[src/rtl/core/nearest_bone_select_top_assert.svh]
// Assertion macros shared by the RTL; clk and rst_n must be in scope.
`ifndef NEAREST_BONE_SELECT_TOP_ASSERT_SVH
`define NEAREST_BONE_SELECT_TOP_ASSERT_SVH

// expr must never hold outside reset
`define NBS_ASSERT_NEVER(lbl, expr, msg) \
    lbl: assert property (@(posedge clk) disable iff (!rst_n) !(expr)) else $error(msg);

// cond implies prop in the same cycle
`define NBS_ASSERT_IMPLIES(lbl, cond, prop, msg) \
    lbl: assert property (@(posedge clk) disable iff (!rst_n) (cond) |-> (prop)) \
        else $error(msg);

`endif

[src/rtl/core/nbs_bone_mem.sv]
module nbs_bone_mem #(
    parameter int DEPTH = 32,
    parameter int WIDTH = 96
) (
    input  logic                     clk,
    input  logic                     wr_en,
    input  logic [$clog2(DEPTH > 1 ? DEPTH : 2)-1:0] wr_addr,
    input  logic [WIDTH-1:0]         wr_data,
    input  logic                     rd_en,
    input  logic [$clog2(DEPTH > 1 ? DEPTH : 2)-1:0] rd_addr,
    output logic [WIDTH-1:0]         rd_data
);

    logic [WIDTH-1:0] mem [DEPTH];

    always_ff @(posedge clk)
    begin
        if (wr_en)
        begin
            mem[wr_addr] <= wr_data;
        end
    end

    always_ff @(posedge clk)
    begin
        if (rd_en)
        begin
            rd_data <= mem[rd_addr];
        end
    end

endmodule

[config.mk]
export PLATFORM = sky130hd
export DESIGN_NAME = nbs_bone_mem
export DESIGN_NICKNAME = d
export VERILOG_FILES = /design/src/rtl/core/nearest_bone_select_top_assert.svh /design/src/rtl/core/nbs_bone_mem.sv
export SDC_FILE = /design/constraint.sdc
export NUM_CORES = 2
export LEC_CHECK = 0
export BUFFER_PORTS_ARGS = -buffer_cell sky130_fd_sc_hd__buf_2
export CAP_MARGIN = 0
export CORE_UTILIZATION = 42
export DETAILED_ROUTE_END_ITERATION = 10
export SETUP_SLACK_MARGIN = 0.5
export SLEW_MARGIN = 20
export SYNTH_ARGS = -nofsm -noshare
export SYNTH_HDL_FRONTEND = slang
export SYNTH_SLANG_ARGS = --single-unit
[constraint.sdc]
create_clock -name clk -period 7.6 [get_ports clk]
set_input_delay 1.14 -clock clk [delete_from_list [all_inputs] [get_ports clk]]
set_output_delay 1.14 -clock clk [all_outputs]
set_load 0.02 [all_outputs]
After elaboration in Yosys (flattened, before gate mapping)
Memory sizes are Yosys's and may differ from the RTL's. A register that Yosys moved wholly into a read port is not among the register bits.
Index checks and enable logic that the tools add are counted.

storage, ports and cells
  bits in registers = 0
  bits in writable memories = 3072
  input port bits = 109
  output and inout port bits = 96
  logic and storage cells = 3
  memories = 1

memories
  memory  depth  width  rd ports  clocked after Yosys merged registers in  wr ports  RTL line            RTL
  mem     32     96     1         1                                        1         nbs_bone_mem.sv:14  logic [WIDTH-1:0] mem [DEPTH];

operators by class
  mux-type cells = 2

operators by type and width
  kind    count
  $mux 1  2

Depth between registers and ports, before layout
  depth in word-level cells = 2
  mapped depth = 9
  mapped depth without buffers = 4

Least setup slack after synthesis
No wires, ideal clock.

  path kind = input -> register
  from = in wr_addr[1] in the netlist's numbering
  to = mem mem[12][0], enable pin
  library setup time = 0.552 ns
  arrival = 5.799 ns
  data required time = 7.048 ns
  setup slack = 1.250 ns
  stages = 3
  buffers on the path = 1
  cells stage by stage = or3b_2 > clkbuf_1 > nor2_1

RTL lines
  item                RTL line            RTL
  start: declaration  nbs_bone_mem.sv:7   input logic [$clog2(DEPTH > 1 ? DEPTH : 2)-1:0] wr_addr,
  end: declaration    nbs_bone_mem.sv:14

No word-level cell before the write port.

==> flow_summary.yaml <==
min_path:
  hp-class: "flip-flop to flip-flop"
flow_run:
  maxCapViolCount: 0
timing:
  final.setup.tns_ns: 0
  slew_viol_final: 0
  clock_skew_ns: 0.0252
  worst_slew_pin_slew_ns: 1.14
  period_needed_ns: 3.84
  rsz0062_at_grt: "no"
  number_of_hold_slack_violations_in_the_final_timing_report: 0
  timing.final.crit_share_pct: 50.5
  clock.fmax_ghz: 0.261
  setup_violations: 0
  worst_rel_slew_slack_pct: 23.8
worst_setup_path:
  worst_reg_to_reg_path_cell_count: 4
  startpoint_type: "input pin"
  critPathCaptureType: "flip-flop"
  critical_path_arrival_ns: 4.43
  crit_path_max_fanout: 56
  crit-reg2reg-launch: "mem[11][94]"
  timing_worst_setup_path_type: "input pin to flip-flop"
  reg2reg_setup_slack_ns: 5.79
  cp_data_required_time_ns: 8.19
  endpoint: "rd_data[60]"
  worst_r2r_endpoint: "rd_data[94]"
  worst_setup_path_startpoint: "rd_addr[0]"
clock_tree:
  tritoncts: "done"
  clkSlewWorstSetupHoldPaths_ns: 0.06
  root_buffer: "sky130_fd_sc_hd__clkbuf_16"
  cts-resized-gates: 0
  clock_latency_ns: 0.87
  clock_tree.buffer_depth: 4
  htree_num_levels: 5
  clock_sink_count: 3168
  post_cts.repair.setup_buffers: 0
  cts_buffers: 325
  cts_hold_buffers: 0
grt:
  pin_count_of_the_biggest_net_entering_global_routing: 115
  antenna_found_initial: 58
  grt_overflow: 0
  first_global_vias: 59100
  grt_first_pass_wirelength_um: 443000
  gr-usage-all-layers_pct: 21.8
yosys:
  synth_async_sr_flop_share_pct: 0
  synthesis.yosys.warnings: 0
  postSynthNetCount: 5713
  ys.flop_type: "sky130_fd_sc_hd__edfxtp_1"
  yosys_register_bits: 3168
  synth_enable_flop_cells: 3168
  synth_largest_area_cell: "sky130_fd_sc_hd__edfxtp_1"
  syn_area_per_cell_um2: 21.3
  synth_cell_types: 29
  post_synth_inst_count: 5604
  synth_top_cells_by_area: "sky130_fd_sc_hd__edfxtp_1, sky130_fd_sc_hd__mux4_2, sky130_fd_sc_hd__mux2i_1"
  fraction_of_synthesized_cell_area_taken_by_the_top_area_cell_type_pct: 79.6
  synth.yosys.seq_area_share_pct: 79.6
  post_synth_instance_area_um2: 120000
route:
  drt_drc_violations_left: 0
  met3_routed_length_um: 24400
  wirelength_um: 316000
  drt_first_pass_iters: 7
  topRoutingLayerUsed: "met5"
  route.antenna.remaining_nets: 0
  detailroute.via_count: 58900
  drt_iter0_markers: 6675
  post_drt_via_cell_ratio: 5.92
  m1WireLength_um: 130000
  final_routed_wire_length_divided_by_cell_count_um: 31.8
  sum_of_met2_wire_segment_lengths_after_detailed_routing_um: 155000
finish:
  finalCoreUtilization_pct: 47.9
  finish.instance_area_um2: 135000
  most_frequent_cells_in_the_layout: "sky130_fd_sc_hd__edfxtp_1, sky130_fd_sc_hd__mux2i_1, sky130_fd_sc_hd__a22oi_1, sky130_fd_sc_hd__mux4_2, sky130_fd_sc_hd__clkbuf_16"
  post_route_cells_drive_above_1_share_pct: 19.3
  layout_commonest_cell: "sky130_fd_sc_hd__edfxtp_1"
  area.growth.synth_to_final_pct: 13.3
  design.final.nets: 6051
  num-fill-cells: 23000
floorplan:
  die_outline_area_um2: 287000
  dieWidth_um: 535
  die_height_um: 535
  design.core.area_um2: 283000
  num_io_pins: 205
  starting_density_pct: 42.3
  row_count: 195
pwr:
  leakagePower_nw: 43.8
  vdd_drop_max_mv: 0.185
  comb_power_share_pct: 4.6
  total_switching_power_mw: 7.72
  p_per_area_nw_per_um2: 269
  seqPwrFrac_pct: 53.8
  internal_power_mw: 28.7
  power.switching_fraction_pct: 21.2
  power.share.clock_pct: 41.6
placed_design:
  post_dp_cell_area_um2: 125000
  dp_hpwl_um: 148000
  gp_congestion: 0.733
  port-buffer-count: 204
run_status:
  run_status: "complete, no violations"
==> flip-flops by register name (all words and copies together), names as in the netlist <==
register  cells
mem        3072
rd_data      96
==> worst max-delay path, cell delays in order <==
cell                      delay [ns]
sky130_fd_sc_hd__buf_8          0.47
sky130_fd_sc_hd__buf_4          0.78
sky130_fd_sc_hd__buf_4          0.90
sky130_fd_sc_hd__mux4_2         0.61
sky130_fd_sc_hd__a22oi_1        0.24
sky130_fd_sc_hd__nand4_1        0.14
==> worst min path at each step <==
stage	startpoint	endpoint	slack (ns)	cells past startpoint
CTS	mem[21][9]	rd_data[9]	0.69	4
finish	mem[4][45]	rd_data[45]	0.70	4
global route	mem[21][9]	rd_data[9]	0.73	4
floorplan	mem[20][20]	rd_data[20]	0.63	4
global placement	mem[20][9]	rd_data[9]	0.66	4
detailed placement	mem[21][9]	rd_data[9]	0.67	4
==> cell type report <==
cell class	count	area (um^2)	area share, %
Inverter	1	3.75	0.00277
Clock buffer	414	8550	6.31
Sequential cell	3168	95100	70.2
Clock inverter	159	1400	1.03
Multi-Input combinational cell	2117	23100	17.1
Timing Repair Buffer	329	2480	1.83
Tap cell	3743	4680	3.46
Antenna cell	18	45.0	0.0333
==> power groups by stage <==
stage,sequential (mW),combinational (mW),clock (mW)
floorplan,20.0,0.902,0
global placement,20.0,1.64,0
detailed placement,20.0,1.68,0
CTS,19.6,1.68,15.4
global route,19.6,1.78,16.0
finish,19.6,1.67,15.2
==> metal layers <==
metal / global-route usage, % / up-vias
li1: - / 24300
met1: 30.3 / 31800
met2: 36.1 / 2366
met3: 3.61 / 468
met4: 5.13 / 14
met5: 0 / -
==> logic make-up after synthesis <==
group / synth area share (%)
buffers and inverters: 1.35
and+or+nand+nor: 1.46
DFF: 79.6
AOI/OAI and AO/OA: 3.92
muxes: 13.7
==> metrics by stage <==
step           cells  hold slack [ns]  power [mW]  setup WS [ns]
6_report        9949            0.703        36.4           3.76
3_5_place_dp    9356            0.673        21.7           2.84
3_3_place_gp    9354            0.656        21.6           2.92
2_1_floorplan   5604            0.626        20.9           1.25
4_1_cts         9929            0.694        36.7           3.77
5_1_grt         9937            0.730        37.4           3.53
==> Yosys cell counts (9+ instances only) <==
master                     count
sky130_fd_sc_hd__buf_6        20
sky130_fd_sc_hd__a22oi_1     511
sky130_fd_sc_hd__mux4_2      384
sky130_fd_sc_hd__nand3_1     194
sky130_fd_sc_hd__mux2i_1     768
sky130_fd_sc_hd__a21oi_1       9
sky130_fd_sc_hd__buf_1        15
sky130_fd_sc_hd__clkbuf_1    139
sky130_fd_sc_hd__nor2_1       45
sky130_fd_sc_hd__nor2b_1      15
sky130_fd_sc_hd__edfxtp_1   3168
sky130_fd_sc_hd__and2_1       10
sky130_fd_sc_hd__buf_2       111
sky130_fd_sc_hd__nand2_1      12
sky130_fd_sc_hd__buf_4        33
sky130_fd_sc_hd__a22o_1       51
sky130_fd_sc_hd__a31oi_1      51
sky130_fd_sc_hd__nand4_1      45
Note: power is estimated with default switching activity, not from simulation.
