$ cat src/rtl/core/nearest_bone_select_top_assert.svh
// Assertion macros shared by the RTL; clk and rst_n must be in scope.
`ifndef NEAREST_BONE_SELECT_TOP_ASSERT_SVH
`define NEAREST_BONE_SELECT_TOP_ASSERT_SVH

// expr must never hold outside reset
`define NBS_ASSERT_NEVER(lbl, expr, msg) \
    lbl: assert property (@(posedge clk) disable iff (!rst_n) !(expr)) else $error(msg);

// cond implies prop in the same cycle
`define NBS_ASSERT_IMPLIES(lbl, cond, prop, msg) \
    lbl: assert property (@(posedge clk) disable iff (!rst_n) (cond) |-> (prop)) \
        else $error(msg);

`endif

$ cat src/rtl/core/nbs_isqrt.sv
// Two-lane pipelined floor square root, one result bit per stage.
module nbs_isqrt #(
    parameter int RW = 34,
    parameter int TW = 6
) (
    input  logic              clk,
    input  logic              rst_n,
    input  logic              in_valid,
    input  logic [TW-1:0]     in_tag,
    input  logic [RW-1:0]     in_rad [2],
    output logic              out_valid,
    output logic [TW-1:0]     out_tag,
    output logic [RW/2-1:0]   out_root [2]
);

    localparam int RT = RW / 2;

    logic              valid_reg [RT+1];
    logic [TW-1:0]     tag_reg   [RT+1];
    logic [RW-1:0]     rad_reg   [RT+1][2];
    logic [RT:0]       rem_reg   [RT+1][2];
    logic [RT-1:0]     root_reg  [RT+1][2];

    logic [RT+2:0]     rem2_w    [RT][2];
    logic [RT+2:0]     trial_w   [RT][2];
    logic              ge_w      [RT][2];
    logic [RT+2:0]     diff_w    [RT][2];
    logic [RT:0]       rem_next  [RT][2];
    logic [RT-1:0]     root_next [RT][2];
    logic [RW-1:0]     rad_next  [RT][2];

    always_comb
    begin
        for (int s = 0; s < RT; s++)
        begin
            for (int l = 0; l < 2; l++)
            begin
                rem2_w[s][l]    = {rem_reg[s][l], rad_reg[s][l][RW-1 -: 2]};
                trial_w[s][l]   = (RT+3)'({root_reg[s][l], 2'b01});
                ge_w[s][l]      = rem2_w[s][l] >= trial_w[s][l];
                diff_w[s][l]    = rem2_w[s][l] - trial_w[s][l];
                rem_next[s][l]  = ge_w[s][l] ? diff_w[s][l][RT:0] : rem2_w[s][l][RT:0];
                root_next[s][l] = {root_reg[s][l][RT-2:0], ge_w[s][l]};
                rad_next[s][l]  = rad_reg[s][l] << 2;
            end
        end
    end

    always_ff @(posedge clk or negedge rst_n)
    begin
        if (!rst_n)
        begin
            for (int s = 0; s <= RT; s++)
            begin
                valid_reg[s] <= 1'b0;
            end
        end
        else
        begin
            valid_reg[0] <= in_valid;
            for (int s = 0; s < RT; s++)
            begin
                valid_reg[s+1] <= valid_reg[s];
            end
        end
    end

    always_ff @(posedge clk)
    begin
        tag_reg[0] <= in_tag;
        for (int l = 0; l < 2; l++)
        begin
            rad_reg[0][l]  <= in_rad[l];
            rem_reg[0][l]  <= '0;
            root_reg[0][l] <= '0;
        end
        for (int s = 0; s < RT; s++)
        begin
            tag_reg[s+1] <= tag_reg[s];
            for (int l = 0; l < 2; l++)
            begin
                rad_reg[s+1][l]  <= rad_next[s][l];
                rem_reg[s+1][l]  <= rem_next[s][l];
                root_reg[s+1][l] <= root_next[s][l];
            end
        end
    end

    assign out_valid   = valid_reg[RT];
    assign out_tag     = tag_reg[RT];
    assign out_root[0] = root_reg[RT][0];
    assign out_root[1] = root_reg[RT][1];

endmodule
$ cat config.mk
export PLATFORM = sky130hd
export DESIGN_NAME = nbs_isqrt
export DESIGN_NICKNAME = d
export VERILOG_FILES = /design/src/rtl/core/nearest_bone_select_top_assert.svh /design/src/rtl/core/nbs_isqrt.sv
export SDC_FILE = /design/constraint.sdc
export NUM_CORES = 2
export LEC_CHECK = 0
export BUFFER_PORTS_ARGS = -buffer_cell sky130_fd_sc_hd__buf_2
export CAP_MARGIN = 0
export CORE_MARGIN = 10
export CORE_UTILIZATION = 64
export CTS_BUF_LIST = sky130_fd_sc_hd__clkbuf_8
export CTS_CLUSTER_SIZE = 25
export DETAILED_ROUTE_END_ITERATION = 8
export PLACE_DENSITY = 0.93
export SYNTH_ARGS = -nofsm -noshare
export SYNTH_HDL_FRONTEND = slang
export SYNTH_SLANG_ARGS = --single-unit
$ cat constraint.sdc
create_clock -name clk -period 3.35 [get_ports clk]
set_input_delay 0.5025 -clock clk [delete_from_list [all_inputs] [get_ports clk]]
set_output_delay 0.5025 -clock clk [all_outputs]
set_load 0.05 [all_outputs]
* After elaboration in Yosys (flattened, before gate mapping) *
Memory sizes are Yosys's and may differ from the RTL's.
Cells that the tools add are included.

storage, ports and cells
  bits of input ports = 77
  memories = 4
  register bits after elaboration = 18
  RAM bits = 2592
  ROM bits = 0
  bits in latches = 0
  output and inout bits = 41
  logic and storage cells = 124

operators by class
  reduce and logical (&&, ||, !) cells = 0
  bitwise logic cells = 0
  equality and inequality tests = 0
  shifts and indexed selects = 0
  multipliers = 0
  divide/modulo/power cells = 0
  add/sub/neg operators = 34
  $lt $le $gt $ge = 34
  muxes and demuxes = 34

memory list
  name      depth  bits a word  rd ports  clocked after memory_dff  write ports  RTL line         source
  rad_reg   18     68           17        0                         18           nbs_isqrt.sv:20  logic [RW-1:0] rad_reg [RT+1][2];
  rem_reg   18     36           17        0                         18           nbs_isqrt.sv:21  logic [RT:0] rem_reg [RT+1][2];
  root_reg  18     34           18        0                         18           nbs_isqrt.sv:22  logic [RT-1:0] root_reg [RT+1][2];
  tag_reg   18     6            18        0                         18           nbs_isqrt.sv:19  logic [TW-1:0] tag_reg [RT+1];

operators with widths
  cell                                              number
  20-bit by 19-bit >= comparator with 1-bit output  34
  18-bit two-way mux                                34
  18-bit subtractor                                 34

* Longest topological paths before layout *
An unclocked memory read counts as a cell.

  depth in word-level cells = 3
  gate-level depth with buffers = 13
  mapped depth without buffers = 11

* Least setup slack after synthesis *
No wires, ideal clock.

  kind = register to register
  start = memory root_reg[12][20] in the netlist's numbering
  end = memory rem_reg[6][71] in the netlist's numbering
  stages on the path, launching flop included = 11
  arrival time = 2454 ps
  path slack = 775 ps
  required time = 3229 ps
  buffers on the path = 0
  path through = dfxtp_1 -> inv_1 -> ha_1 -> a21o_1 -> a21oi_1 -> a21boi_2 -> o21ai_1 -> a221oi_1 -> nor2b_1 -> nor4b_1 -> mux2_2

RTL lines
  what                RTL line
  start: declaration  nbs_isqrt.sv:22
  end: declaration    nbs_isqrt.sv:21

==> results.ini <==
[synth]
syn-cell-area_um2=53100
synth_edf_count=0
synth_top_area_cell=dfxtp_1
synthTopCellsByCount=dfxtp_1, inv_1, ha_1, nor2_1, a21oi_1
avgSynthCellArea_um2=10.9
ys.flop_type=dfxtp_1
ys_async_sr_fraction_pct=1.14
netlist-cell-type-count=84
synthTopCellsByArea=dfxtp_1, ha_1, xnor2_1
ys_ff_latch=1580
seq_area_frac_synth_pct=59.8
yosysWarningCount=0
netlist.area_leader.share_pct=58.9
yosysMostFrequentCell=dfxtp_1
syn_inst=4887

[timing]
min_period_ns=3.00
hold_viol=0
fin_tns_setup_ns=0
setup_slack_ns=0.346
max_freq_mhz=333
rsz0062_at_grt=no
final_max_slew_viol_count=0
setup_viol=0
post-route-period-util_pct=89.7
worstMarginPinSlew_ns=0.759
final.setup_skew_ns=0.0479
slew_headroom_pct=49.4

[setup_path]
cp-end-kind=flip-flop
crit_required_ns=4.10
cp_top_family=simple AND/OR/NAND/NOR gates
start_kind=flip-flop
cp_data_arrival_time_ns=3.75
crit_cells=9
reg2reg_depth=9
timing.critical_path.to=rem_reg[3][43]
r2r_end=rem_reg[3][43]
crit_chain=inv_1 > ha_1 > nor2b_1 > o21ai_0 > nand2b_1 > a221oi_1 > and3_1 > nand2b_1 > mux2_2
worstSetupPathType=flip-flop to flip-flop
path_max_fanout=17
crit_start=root_reg[6][0]
slowest_delay_ns=0.53
r2r_slack_ns=0.35
worst_path_max_delay_cell=a221oi_1
path_common_cell=nand2b_1
path_buf_inv=1
r2r-start=root_reg[6][0]

[global_route]
grt_max_degree=33
grt_pass1_vias=35809
grtUsageTotal_pct=21.6
grt_first_pass_wirelength_um=170000
grt_antenna_before_repair=1
grt-ovfl-total=0

[place]
port_buffers=117
postPlaceCellArea_um2=54900
hpwl_um=70100
pre_cts_slack_ns=0.376
place_congestion=0.907

[outcome]
outcome=finished clean

[final_layout]
synthToLayoutAreaGrowth_pct=14.0
final_area_um2=60500
utilization_pct=73.7
largest_reg_flops=612
nFillCells=5072
drive_above_1_share_pct=10.8
fin_nets=5682

[drt]
drtIter0Drc=2416
ant_nets=0
routedWlPerCell_um=16.0
route.vias.total=35045
firstDrtPassIters=8
drc=0
drt_wl_total_um=104000
routed_via_density=5.38

[power]
p_leak_nw=29.1
peakVddDrop_mv=0.478
power_density_nw_per_um2=801

[clock_tree]
cts.sinks=1580
clock_path_buffers=3
cts_setup_buffers=0
clk_latency_ns=0.88
cts_buffers=225
cts_tree=built
cts.clk_slew.worst_paths_ns=0.06
htreeDepth=4
cts-root-buf=clkbuf_8

[worst_hold_path]
hp-class=input port to async pin

[die]
start_util_pct=64.6
die_h_um=308
die_x_um=308
row_count=105
core-area_um2=82100
ios=118
dieArea_um2=94900

[flow_run]
cap_violations=0

metal layers:
layer	global-route usage, %	routed length (um)	up-vias
li1	-	-	17311
met1	22.5	40300	16381
met2	40.6	54700	1052
met3	4.37	4990	301
met4	11.2	4250	0
met5	0	0	-
stage by stage:
step	hold slack, ns	std cells	power, W
2_1_floorplan	0.207	4888	0.0305
3_3_place_gp	0.310	6030	0.0323
3_5_place_dp	0.312	6030	0.0328
4_1_cts	0.00905	6519	0.0486
5_1_grt	0.0542	6520	0.0509
6_report	0.0715	6520	0.0485
report_power, final:
| part | internal, W | leakage, nW | total [W] | switching (W) |
|---|---|---|---|---|
| Clock | 0.00859 | 2.77 | 0.0156 | 0.00698 |
| Combinational | 0.00405 | 13.0 | 0.00889 | 0.00484 |
| Sequential | 0.0219 | 13.3 | 0.0240 | 0.00206 |
area by class of cell:
class	instances	area (um2)	share of cell area, %
well taps	1070	1340	2.21
flip-flops and latches	1580	31700	52.4
clock inverters	122	868	1.43
multi-input cells	2813	19500	32.2
diodes	1	2.50	0.00413
repair buffers	215	1510	2.50
inverters	428	1610	2.65
clock buffers	291	4010	6.62
cell families (layout without fill, tap and decap cells):
logic type | after synthesis | in the layout | share of synthesized area [%]
AOI/OAI and AO/OA | 896 | 896 | 10.4
xor gates and xnor gates | 390 | 390 | 6.44
adders and majority gates | 342 | 342 | 8.06
buffers and inverters | 495 | 1056 | 3.58
DFF | 1580 | 1580 | 59.8
muxes | 56 | 56 | 1.20
other | 1 | 3 | 0.00706
and+or+nand+nor | 1127 | 1127 | 10.5
repair_timing:
action / in CTS / in global routing
resized for setup: 0 / 1
endpoints found under the setup margin: 0 / 1
hold buffers: 76 / 0
hold endpoints to repair: 93 / 0
how the worst min path moves through the flow:
stage / from / end / slack [ns] / cells after the start
2_1_floorplan: rst_n / out_valid / 0.21 / 0
3_3_place_gp: rad_reg[5][54] / rad_reg[5][124] / 0.31 / 0
3_5_place_dp: rad_reg[0][4] / rad_reg[0][74] / 0.31 / 0
4_1_cts: rst_n / valid_reg[9] / 0.009 / 2
5_1_grt: rst_n / valid_reg[1] / 0.05 / 2
6_report: rst_n / valid_reg[6] / 0.07 / 2
cells in the final DEF, fill, tap and decap left out, drive strengths merged, types with 139 or more instances in the layout:
| cell | count |
|---|---|
| inv | 498 |
| nor2 | 295 |
| o21ai | 248 |
| buf | 139 |
| xnor2 | 213 |
| clkbuf | 291 |
| xor2 | 177 |
| a21oi | 273 |
| ha | 342 |
| dfxtp | 1562 |
| nand2 | 271 |
Power figures use the tool's default switching activity.
